$ cat config.mk
export PLATFORM = sky130hd
export DESIGN_NAME = rgb_to_hsv_pixel
export DESIGN_NICKNAME = d
export VERILOG_FILES = /design/src/rtl/rhsv_pkg.sv /design/src/rtl/rhsv_front.sv /design/src/rtl/rhsv_div_step.sv /design/src/rtl/rgb_to_hsv_pixel.sv
export SDC_FILE = /design/constraint.sdc
export NUM_CORES = 1
export LEC_CHECK = 0
export ABC_CLOCK_PERIOD_IN_PS = 21200
export BUFFER_PORTS_ARGS = -buffer_cell sky130_fd_sc_hd__buf_2
export CORE_MARGIN = 10
export CORE_UTILIZATION = 47
export CTS_BUF_LIST = sky130_fd_sc_hd__clkbuf_16
export DETAILED_ROUTE_END_ITERATION = 10
export SLEW_MARGIN = 5
export SYNTH_ARGS = -nofsm -noshare
export SYNTH_HDL_FRONTEND = slang
export SYNTH_SLANG_ARGS = --single-unit
$ cat constraint.sdc
create_clock -name clk -period 21.2 [get_ports clk]
set_clock_uncertainty 0.05 [all_clocks]
set_input_delay 1.06 -clock clk [delete_from_list [all_inputs] [get_ports clk]]
set_output_delay 1.06 -clock clk [all_outputs]
set_load 0.005 [all_outputs]
$ cat src/rtl/rhsv_pkg.sv
// rhsv_pkg: pixel transaction types, widths and scale constants for the
// rgb to hsv pixel converter. depends on nothing.
`default_nettype none
package rhsv_pkg;

  localparam int unsigned PIX_W     = 8;
  // sector term s stays below 6*255
  localparam int unsigned S_W       = 11;
  localparam int unsigned HUE_DEN_W = 12;
  localparam int unsigned HUE_NUM_W = HUE_DEN_W + PIX_W;
  localparam int unsigned SAT_DEN_W = 9;
  localparam int unsigned SAT_NUM_W = SAT_DEN_W + PIX_W;

  localparam int unsigned HUE_SCALE = 510;
  localparam int unsigned HUE_BIAS  = 6;
  localparam int unsigned HUE_DIV   = 12;
  localparam int unsigned SAT_SCALE = 510;

  typedef struct packed {
    logic [PIX_W-1:0] red;
    logic [PIX_W-1:0] green;
    logic [PIX_W-1:0] blue;
  } in_pixel_t;

  typedef struct packed {
    logic [PIX_W-1:0] hue;
    logic [PIX_W-1:0] saturation;
    logic [PIX_W-1:0] brightness;
  } out_pixel_t;

  // operands handed from the front end to the divider pipeline
  typedef struct packed {
    logic                 valid;
    logic [HUE_NUM_W-1:0] hue_num;
    logic [HUE_DEN_W-1:0] hue_den;
    logic [SAT_NUM_W-1:0] sat_num;
    logic [SAT_DEN_W-1:0] sat_den;
    logic [PIX_W-1:0]     brightness;
  } div_job_t;

endpackage
`default_nettype wire

$ cat src/rtl/rhsv_front.sv
// rhsv_front: two register stages, max/min and sector term, then the
// divider operands. depends on rhsv_pkg.
`default_nettype none
module rhsv_front
  import rhsv_pkg::*;
(
  input  wire logic      clk,
  input  wire logic      rst_n,
  input  wire logic      in_valid,
  input  wire in_pixel_t in_pixel,
  output div_job_t       job
);

  logic             a_valid_r;
  logic [PIX_W-1:0] a_mx_r, a_mx_nxt;
  logic [PIX_W-1:0] a_d_r, a_d_nxt;
  logic [S_W-1:0]   a_s_r, a_s_nxt;

  div_job_t         b_job_r, b_job_nxt;

  logic [PIX_W-1:0] mn;
  logic [S_W-1:0]   r_w, g_w, b_w, d_w;

  always_comb begin
    a_mx_nxt = in_pixel.red;
    mn       = in_pixel.red;
    if (in_pixel.green > a_mx_nxt) a_mx_nxt = in_pixel.green;
    if (in_pixel.blue  > a_mx_nxt) a_mx_nxt = in_pixel.blue;
    if (in_pixel.green < mn)       mn       = in_pixel.green;
    if (in_pixel.blue  < mn)       mn       = in_pixel.blue;
    a_d_nxt = a_mx_nxt - mn;

    r_w = S_W'(in_pixel.red);
    g_w = S_W'(in_pixel.green);
    b_w = S_W'(in_pixel.blue);
    d_w = S_W'(a_d_nxt);

    // ties on the maximum go to red first, then green
    if (a_mx_nxt == in_pixel.red) begin
      if (in_pixel.green >= in_pixel.blue) a_s_nxt = g_w - b_w;
      else                                 a_s_nxt = S_W'(6) * d_w - (b_w - g_w);
    end else if (a_mx_nxt == in_pixel.green) begin
      a_s_nxt = S_W'(2) * d_w + b_w - r_w;
    end else begin
      a_s_nxt = S_W'(4) * d_w + r_w - g_w;
    end
  end

  always_ff @(posedge clk) begin
    if (!rst_n) a_valid_r <= 1'b0;
    else        a_valid_r <= in_valid;
    a_mx_r <= a_mx_nxt;
    a_d_r  <= a_d_nxt;
    a_s_r  <= a_s_nxt;
  end

  always_comb begin
    b_job_nxt.valid      = a_valid_r;
    b_job_nxt.brightness = a_mx_r;
    if (a_d_r == '0) begin
      // gray: zero over one gives zero hue and saturation
      b_job_nxt.hue_num = '0;
      b_job_nxt.hue_den = HUE_DEN_W'(1);
      b_job_nxt.sat_num = '0;
      b_job_nxt.sat_den = SAT_DEN_W'(1);
    end else begin
      b_job_nxt.hue_num = HUE_NUM_W'(a_s_r) * HUE_NUM_W'(HUE_SCALE)
                        + HUE_NUM_W'(a_d_r) * HUE_NUM_W'(HUE_BIAS);
      b_job_nxt.hue_den = HUE_DEN_W'(a_d_r) * HUE_DEN_W'(HUE_DIV);
      b_job_nxt.sat_num = SAT_NUM_W'(a_d_r) * SAT_NUM_W'(SAT_SCALE)
                        + SAT_NUM_W'(a_mx_r);
      b_job_nxt.sat_den = {a_mx_r, 1'b0};
    end
  end

  always_ff @(posedge clk) begin
    if (!rst_n) b_job_r.valid <= 1'b0;
    else        b_job_r.valid <= b_job_nxt.valid;
    b_job_r.hue_num    <= b_job_nxt.hue_num;
    b_job_r.hue_den    <= b_job_nxt.hue_den;
    b_job_r.sat_num    <= b_job_nxt.sat_num;
    b_job_r.sat_den    <= b_job_nxt.sat_den;
    b_job_r.brightness <= b_job_nxt.brightness;
  end

  assign job = b_job_r;

endmodule
`default_nettype wire

$ cat src/rtl/rhsv_div_step.sv
// rhsv_div_step: one registered stage of a restoring divider, producing
// STEP_BITS quotient bits from FIRST_BIT down. depends on nothing.
`default_nettype none
module rhsv_div_step #(
  parameter int unsigned DEN_W     = 12,
  parameter int unsigned QUO_W     = 8,
  parameter int unsigned STEP_BITS = 2,
  parameter int unsigned FIRST_BIT = 7
) (
  input  wire logic                   clk,
  input  wire logic [DEN_W+QUO_W-1:0] rem_in,
  input  wire logic [DEN_W-1:0]       den_in,
  input  wire logic [QUO_W-1:0]       quo_in,
  output logic      [DEN_W+QUO_W-1:0] rem_out,
  output logic      [DEN_W-1:0]       den_out,
  output logic      [QUO_W-1:0]       quo_out
);

  localparam int unsigned REM_W = DEN_W + QUO_W;

  logic [REM_W-1:0] rem_r, rem_nxt;
  logic [DEN_W-1:0] den_r;
  logic [QUO_W-1:0] quo_r, quo_nxt;

  always_comb begin
    logic [REM_W-1:0] trial;
    rem_nxt = rem_in;
    quo_nxt = quo_in;
    for (int j = 0; j < STEP_BITS; j++) begin
      trial = REM_W'(den_in) << (FIRST_BIT - j);
      if (rem_nxt >= trial) begin
        rem_nxt = rem_nxt - trial;
        quo_nxt = quo_nxt | (QUO_W'(1) << (FIRST_BIT - j));
      end
    end
  end

  always_ff @(posedge clk) begin
    rem_r <= rem_nxt;
    den_r <= den_in;
    quo_r <= quo_nxt;
  end

  assign rem_out = rem_r;
  assign den_out = den_r;
  assign quo_out = quo_r;

endmodule
`default_nettype wire

$ cat src/rtl/rgb_to_hsv_pixel.sv
// rgb_to_hsv_pixel: top level, front end followed by two parallel divider
// pipelines. depends on rhsv_pkg, rhsv_front and rhsv_div_step.
//
// usage: drive in_pixel and raise start; a transaction is taken at every
// rising edge with start high and busy low. busy is always low, so one
// pixel can be taken in every cycle with no gaps.
// each result appears on out_data for exactly one cycle with out_valid
// high, after its pixel has passed both front stages and every divider
// stage. results leave in the order the pixels came.
// throughput is one pixel per cycle; each pixel passes through the two front
// stages (max/min, then operands) and the divider stages, each of which
// resolves STEP_BITS quotient bits of hue and saturation side by side.
// the receiver cannot stall, so nothing is held back at the output.
// a synchronous reset (rst_n low) clears every valid bit in the pipeline;
// pixels in flight are dropped and no result comes out until new pixels
// are taken.
`default_nettype none
module rgb_to_hsv_pixel
  import rhsv_pkg::*;
#(
  parameter int unsigned STEP_BITS = 2
) (
  input  wire logic      clk,
  input  wire logic      rst_n,
  input  wire logic      start,
  output logic           busy,
  input  wire in_pixel_t in_pixel,
  output logic           out_valid,
  output out_pixel_t     out_data
);

  localparam int unsigned NUM_STAGES = PIX_W / STEP_BITS;
  localparam int unsigned HUE_REM_W  = HUE_DEN_W + PIX_W;
  localparam int unsigned SAT_REM_W  = SAT_DEN_W + PIX_W;

  div_job_t job;

  logic [HUE_REM_W-1:0] hue_rem [NUM_STAGES+1];
  logic [HUE_DEN_W-1:0] hue_den [NUM_STAGES+1];
  logic [PIX_W-1:0]     hue_quo [NUM_STAGES+1];
  logic [SAT_REM_W-1:0] sat_rem [NUM_STAGES+1];
  logic [SAT_DEN_W-1:0] sat_den [NUM_STAGES+1];
  logic [PIX_W-1:0]     sat_quo [NUM_STAGES+1];

  logic                 valid_r  [NUM_STAGES];
  logic [PIX_W-1:0]     bright_r [NUM_STAGES];

  assign busy = 1'b0;

  rhsv_front u_front (
    .clk      (clk),
    .rst_n    (rst_n),
    .in_valid (start & ~busy),
    .in_pixel (in_pixel),
    .job      (job)
  );

  assign hue_rem[0] = job.hue_num;
  assign hue_den[0] = job.hue_den;
  assign hue_quo[0] = '0;
  assign sat_rem[0] = job.sat_num;
  assign sat_den[0] = job.sat_den;
  assign sat_quo[0] = '0;

  for (genvar k = 0; k < NUM_STAGES; k++) begin : g_div
    rhsv_div_step #(
      .DEN_W     (HUE_DEN_W),
      .QUO_W     (PIX_W),
      .STEP_BITS (STEP_BITS),
      .FIRST_BIT (PIX_W - 1 - k * STEP_BITS)
    ) u_hue (
      .clk     (clk),
      .rem_in  (hue_rem[k]),
      .den_in  (hue_den[k]),
      .quo_in  (hue_quo[k]),
      .rem_out (hue_rem[k+1]),
      .den_out (hue_den[k+1]),
      .quo_out (hue_quo[k+1])
    );

    rhsv_div_step #(
      .DEN_W     (SAT_DEN_W),
      .QUO_W     (PIX_W),
      .STEP_BITS (STEP_BITS),
      .FIRST_BIT (PIX_W - 1 - k * STEP_BITS)
    ) u_sat (
      .clk     (clk),
      .rem_in  (sat_rem[k]),
      .den_in  (sat_den[k]),
      .quo_in  (sat_quo[k]),
      .rem_out (sat_rem[k+1]),
      .den_out (sat_den[k+1]),
      .quo_out (sat_quo[k+1])
    );

    // valid and brightness ride alongside the divider stages
    if (k == 0) begin : g_first
      always_ff @(posedge clk) begin
        if (!rst_n) valid_r[k] <= 1'b0;
        else        valid_r[k] <= job.valid;
        bright_r[k] <= job.brightness;
      end
    end else begin : g_next
      always_ff @(posedge clk) begin
        if (!rst_n) valid_r[k] <= 1'b0;
        else        valid_r[k] <= valid_r[k-1];
        bright_r[k] <= bright_r[k-1];
      end
    end
  end

  assign out_valid           = valid_r[NUM_STAGES-1];
  assign out_data.hue        = hue_quo[NUM_STAGES];
  assign out_data.saturation = sat_quo[NUM_STAGES];
  assign out_data.brightness = bright_r[NUM_STAGES-1];

endmodule
`default_nettype wire
* Word-level counts from Yosys, hierarchy flattened
Memories as Yosys holds them, arrays and structs flattened.
Index checks and enable logic that the tools add are counted.
** Word-level totals
- Memories :: 2
- Bits in latches :: 0
- Flip-flop bits (word level) :: 333
- Output and inout bits :: 26
- Logic and storage cells :: 135
- Bits of input ports :: 27
- Bits in writable memories :: 36
- ROM bits :: 0
** Memories
- bright_r :: depth 4, width 8, read ports 4, clocked after Yosys merged registers in 0, wr ports 4, line rgb_to_hsv_pixel.sv:46 : logic [PIX_W-1:0] bright_r [NUM_STAGES];
- valid_r :: depth 4, width 1, read ports 4, clocked after Yosys merged registers in 0, wr ports 4, line rgb_to_hsv_pixel.sv:45 : logic valid_r [NUM_STAGES];
** Cells by class
- Div/mod/pow operators :: 0
- Add/subtract/negate cells :: 24
- Magnitude comparators :: 21
- Equal/unequal tests :: 2
- Bitwise logic cells :: 4
- Reduce and logical (&&, ||, !) cells :: 1
- Shift-type cells :: 0
- Multiplexer cells :: 36
- Multiply operators :: 5
** Operators by type and width (number)
- 20-bit two-way mux :: 7
- 17-bit two-way mux :: 7
- 8-bit two-way mux :: 6
- 11-bit two-way mux :: 3
- 27-bit two-way mux :: 1
- 11-bit by 8-bit subtractor with 11-bit output :: 2
- 20-bit by 11-bit adder with 20-bit output :: 1
- 20-bit by 12-bit greater-or-equal comparator with 1-bit output :: 1
- 20-bit by 13-bit greater-or-equal comparator with 1-bit output :: 1
- 20-bit by 14-bit greater-or-equal comparator with 1-bit output :: 1
- 20-bit by 15-bit greater-or-equal comparator with 1-bit output :: 1
- 20-bit by 16-bit greater-or-equal comparator with 1-bit output :: 1
- 20-bit by 17-bit greater-or-equal comparator with 1-bit output :: 1
- 20-bit by 18-bit greater-or-equal comparator with 1-bit output :: 1
- 20-bit by 19-bit greater-or-equal comparator with 1-bit output :: 1
- 8-bit by 2-bit multiplier with 10-bit output, second input constant :: 2
- 20-bit by 13-bit subtractor with 20-bit output :: 1
- 20-bit by 14-bit subtractor with 20-bit output :: 1
- 20-bit by 15-bit subtractor with 20-bit output :: 1
- 20-bit by 16-bit subtractor with 20-bit output :: 1
- 20-bit by 17-bit subtractor with 20-bit output :: 1
- 20-bit by 18-bit subtractor with 20-bit output :: 1
- 20-bit by 19-bit subtractor with 20-bit output :: 1
- 11-bit by 8-bit multiplier with 19-bit output, second input constant :: 1
- other kinds (33) :: 48

* Depth between registers and ports, before layout
- Depth in word-level cells :: 9
- Depth in mapped cells :: 38

* Cells and area by module
A second synthesis with hierarchy kept.
** Unflattened totals
- Cells, all modules :: 3336
- Area, all modules :: 30708.2 µm²
** By module, submodules not included
- rhsv_front :: times used 1, cells an instance 1326, area an instance 11637.4 µm²
- rhsv_div_step (g_div[3].u_hue) :: times used 1, cells an instance 313, area an instance 2726.4 µm²
- rhsv_div_step (g_div[2].u_hue) :: times used 1, cells an instance 297, area an instance 2717.6 µm²
- rhsv_div_step (g_div[0].u_hue) :: times used 1, cells an instance 245, area an instance 2414.8 µm²
- rhsv_div_step (g_div[1].u_hue) :: times used 1, cells an instance 249, area an instance 2403.6 µm²
- rhsv_div_step (g_div[3].u_sat) :: times used 1, cells an instance 251, area an instance 2240.9 µm²
- rhsv_div_step (g_div[2].u_sat) :: times used 1, cells an instance 223, area an instance 2067.0 µm²
- rhsv_div_step (g_div[1].u_sat) :: times used 1, cells an instance 205, area an instance 1940.6 µm²
- rhsv_div_step (g_div[0].u_sat) :: times used 1, cells an instance 185, area an instance 1803.0 µm²
- rgb_to_hsv_pixel :: times used 1, cells an instance 42, area an instance 757.0 µm²

* Worst setup path before layout
No wires, ideal clock.
- Path type :: input to register
- Start point :: input port in_pixel[14] (netlist name)
- End point :: register u_front.a_s_r[10]
- Path slack :: 13344 ps
- Required time :: 21057 ps
- Path buffers :: 1
- Library setup time :: 93 ps
- Arrival :: 7713 ps
- Stages on the path :: 35
- Cells stage by stage :: inv_1 -> ha_1 -> a21o_1 -> a21o_1 -> o21a_2 -> nand2_1 -> clkbuf_1 -> a21o_1 -> inv_1 -> ha_1 -> and4_1 -> and2_1 -> nand3_1 -> a22oi_1 -> nor3_2 -> o21ai_1 -> o221ai_1 -> ha_1 -> fa_1 -> inv_1 -> ha_1 -> fa_1 -> ha_1 -> inv_1 -> nor2_1 -> nor2_1 -> o21bai_1 -> a21oi_1 -> o21bai_1 -> a21oi_1 -> o21bai_1 -> a21oi_1 -> xnor2_1 -> xnor2_1 -> o311ai_2
** Between the ends
- Word-level cells in the longest chain between the ends :: 9
- Elaborated cells between the ends (all ways) :: 23
- Classes of those cells :: 8 x add/sub; 1 x mul; 5 x order compare; 2 x eq/ne; 7 x mux
** Ends and longest elaborated chain
- start, declared :: line rgb_to_hsv_pixel.sv:27 : input wire in_pixel_t in_pixel,
- 8-bit > comparator / 8-bit less-than comparator (equally long branches) :: line rhsv_front.sv:27, rhsv_front.sv:29
- 8-bit two-way mux (on tied branches) :: line rhsv_front.sv:27, rhsv_front.sv:29
- 8-bit > comparator / 8-bit less-than comparator (equally long branches) :: line rhsv_front.sv:28, rhsv_front.sv:30
- 8-bit two-way mux (on tied branches) :: line rhsv_front.sv:28, rhsv_front.sv:30
- 8-bit subtractor (*) :: line rhsv_front.sv:31 : a_d_nxt = a_mx_nxt - mn;
- net u_front.a_d_nxt[1] :: line rhsv_front.sv:16 : logic [PIX_W-1:0] a_d_r, a_d_nxt;
- 2-bit by 8-bit multiplier with 10-bit output (tied with other cells) :: line rhsv_front.sv:41 : else a_s_nxt = S_W'(6) * d_w - (b_w - g_w);
- 11-bit subtractor (tied with other cells) :: line rhsv_front.sv:41
- 11-bit two-way mux (on tied branches) :: line rhsv_front.sv:40, rhsv_front.sv:42
- 11-bit two-way mux (*) :: line rhsv_front.sv:39 : if (a_mx_nxt == in_pixel.red) begin
- net u_front.a_s_nxt[10] :: line rhsv_front.sv:17 : logic [S_W-1:0] a_s_r, a_s_nxt;
- end signal, assigned :: line rhsv_front.sv:54 : a_s_r <= a_s_nxt;
- end, declared :: line rhsv_front.sv:17
The timed path passes the listed nets; every way through them passes the cells marked *.
A chain may end at the register's enable or synchronous reset.

* Final worst setup path
- Start point :: input port in_pixel[9] (netlist name)
- End point :: register u_front.a_s_r[10]
Same word-level chain as after synthesis.

==> summary.md <==
| Metric | Value |
|---|---|
| Die area | `0.0634 mm^2` |
| Area growth, synth to finish | `8.79%` |
| Commonest non-fill, non-tap cell in the layout | `inv_1` |
| Distinct cells, synth | `96` |
| Initial antenna violation count | `1` |
| Crit-path leading delay family | `compound AO/OA/AOI/OAI gates` |
| Crit-path max cell delay | `580 ps` |
| CTS-repair resized insts | `0` |
| Relative slew slack | `21.3%` |
| CTS tree | `yes` |
| Critical path type | `in2reg` |
| Mapped Area | `0.0252 mm^2` |
| Clk_lat worst skew | `540 ps` |
| Drt drc | `0` |
| Post-CTS Setup Inserts | `0` |
| Io pins | `53` |
| Grt ovf | `0` |
| Dpl hpwl | `49.9 mm` |
| Wirelength, routed | `60.1 mm` |
| Fmax | `115 MHz` |
| Input/output buffers | `51` |
| Hold WC Path Type | `reg2reg` |
| Maxcap violations | `0` |
| Synth Area per Inst | `8.74 um^2` |
| Sink Count | `329` |
| Max stage delay cell, worst path | `nor3_2` |
| Total track usage | `19.0%` |
| First-pass GRT wire length | `99.4 mm` |
| Iter 0 DRT Violations | `1127` |
| Largest net degree at the start of global routing | `55` |
| Crit end category | `register` |
| Cells after Synth | `2888` |
| DR vias | `19.4k` |
| Wirelength per Cell | `16.5 um` |
| TritonCTS Buffers | `37` |
| CP startpoint kind | `input port` |
| Die height | `252 um` |
| Initial Util | `47.7%` |
| Min Tclk post-route | `8700 ps` |
| Status | `finished, final reports clean` |
| Via density | `5.31` |
| CP Max Fanout | `11` |
| Ant diodes | `0` |
| Asr flop ratio synth | `0%` |
| Most frequent cell on the critical path | `ha_1` |
| Crit path buffers/inverters | `5` |
| Most frequent cells in the layout | `inv_1, ha_1, dfxtp_1` |
| Sequential area share after synthesis | `26.1%` |
| RSZ-0062 raised after global routing | `no` |
| Routability Congestion | `0.916` |
| CORE AREA | `0.0529 mm^2` |
| Width of the die | `252 um` |
| H-tree levels | `2` |
| Yosys top cell by area | `dfxtp_1` |
| Fin. Hold Viols | `0` |
| Setup TNS | `0 ps` |
| Share of layout cells above drive strength 1 | `5.98%` |
| Post-Syn Nets | `3372` |
| Post-synth top area share | `26.1%` |
| Post-synth EDFFs | `0` |
| Actual slew at the worst max-slew pin | `1180 ps` |
| Final setup vio count | `0` |
| First-pass DRT Iterations | `5` |
| Antenna viol nets, final | `0` |
| Final worst path period share | `41.0%` |
| FF+latch count, synth | `329` |
| Ys Warns | `0` |
| Worst Path Arrival | `9090 ps` |
| Worst-case clock buffer depth | `3` |
| Site Rows | `84` |
| Final nets | `3416` |
| Primary FF master, synth | `dfxtp_1` |
| Cts hold-fix bufs | `0` |
| Max-slew violations | `0` |
| Root Driver | `clkbuf_16` |
| Vias in the first global route | `19.2k` |
| Worst Path Required | `21590 ps` |
| Synth top area cells | `dfxtp_1, ha_1, fa_1` |
| CTS clk-pin slew, worst paths | `60 ps` |
-- flip-flops by register name, indices dropped and copies added, names as in the netlist --
signal,count
g_div.u_hue.rem_out,57
u_front.a_d_r,8
u_front.a_valid_r,1
g_div.u_hue.quo_out,20
u_front.a_mx_r,8
bright_r,32
g_div.u_hue.den_out,30
g_div.u_sat.quo_out,20
g_div.u_sat.rem_out,51
u_front.job,63
valid_r,4
u_front.a_s_r,11
g_div.u_sat.den_out,24
-- routing by layer --
metal  up-vias  wire length [um]  track usage [%]
li1       9950                 -                -
met1      9037             28000             24.3
met2       294             28400             32.6
met3        91              2000             2.54
met4         2              1720             6.06
met5         -                13                0
-- cell families (layout without fill, tap and decap cells) --
family / Yosys count / in the layout / share of synthesized area (%)
AND/OR/NAND/NOR: 723 / 723 / 14.3
AO/OA/AOI/OAI: 670 / 670 / 16.8
adder cells (fa/ha/maj): 458 / 458 / 25.7
buffers and inverters: 409 / 480 / 6.27
flip-flops: 329 / 329 / 26.1
XOR/XNOR: 247 / 247 / 8.71
multiplexers: 51 / 51 / 2.19
other: 1 / 1 / 0.0149
-- layout make-up --
class | count | area (um^2)
fill | 4887 | 25400
multi-input combinational | 2150 | 17100
sequential | 329 | 6590
inverter | 359 | 1350
clock buffer | 38 | 951
tap | 688 | 861
clock inverter | 28 | 333
timing repair buffer | 55 | 285
-- worst reg2reg max path, delay by kind of cell (launching register included) --
family                   cells  cell delay, ps
AO/OA/AOI/OAI               15            3420
AND/OR/NAND/NOR              5            1220
buffers and inverters        3             700
adder cells (fa/ha/maj)      2             690
multiplexers                 2             670
flip-flops                   1             410
-- path summary, 6_finish.rpt --
path / start / end / slack (ps) / cells after the start
hold / removal: bright_r[1][5] / bright_r[2][5] / 260 / 0
hold reg to reg: bright_r[1][5] / bright_r[2][5] / 260 / 0
setup reg to reg: u_front.job[36] / g_div[0].u_hue.rem_out[13] / 13970 / 27
setup / recovery: in_pixel[9] / u_front.a_s_r[10] / 12500 / 35
-- through the flow --
stage | worst slack [ps] | area, um^2 | instances | util, % | hold slack, ps
3_5_place_dp | 12090 | 26200 | 3581 | 49.5 | 262
3_3_place_gp | 12270 | 26200 | 3581 | 49.5 | 260
2_1_floorplan | 13340 | 25200 | 2888 | - | 260
6_report | 12500 | 27400 | 3647 | 51.9 | 264
4_1_cts | 12620 | 27400 | 3647 | 51.9 | 264
5_1_grt | 11820 | 27400 | 3647 | 51.9 | 270
-- cells in the mapped netlist (all sizes together), types with 6 or more instances --
| library cell | n |
|---|---|
| a211o | 6 |
| a211oi | 15 |
| a21boi | 9 |
| a21o | 98 |
| a21oi | 224 |
| a31oi | 8 |
| and2 | 23 |
| and3 | 13 |
| and4 | 8 |
| buf | 12 |
| clkbuf | 38 |
| dfxtp | 329 |
| fa | 99 |
| ha | 358 |
| inv | 357 |
| mux2 | 31 |
| mux2i | 20 |
| nand2 | 169 |
| nand2b | 46 |
| nand3 | 39 |
| nand4 | 28 |
| nor2 | 193 |
| nor2b | 74 |
| nor3 | 59 |
| nor4 | 20 |
| o211ai | 7 |
| o21a | 18 |
| o21ai | 155 |
| o21bai | 60 |
| o221ai | 6 |
| o31ai | 19 |
| or2 | 6 |
| or3 | 16 |
| or4 | 9 |
| xnor2 | 179 |
| xor2 | 66 |
Power is not shown: default switching activity piles up to over one toggle a cycle in this logic, so the estimate is an artifact.
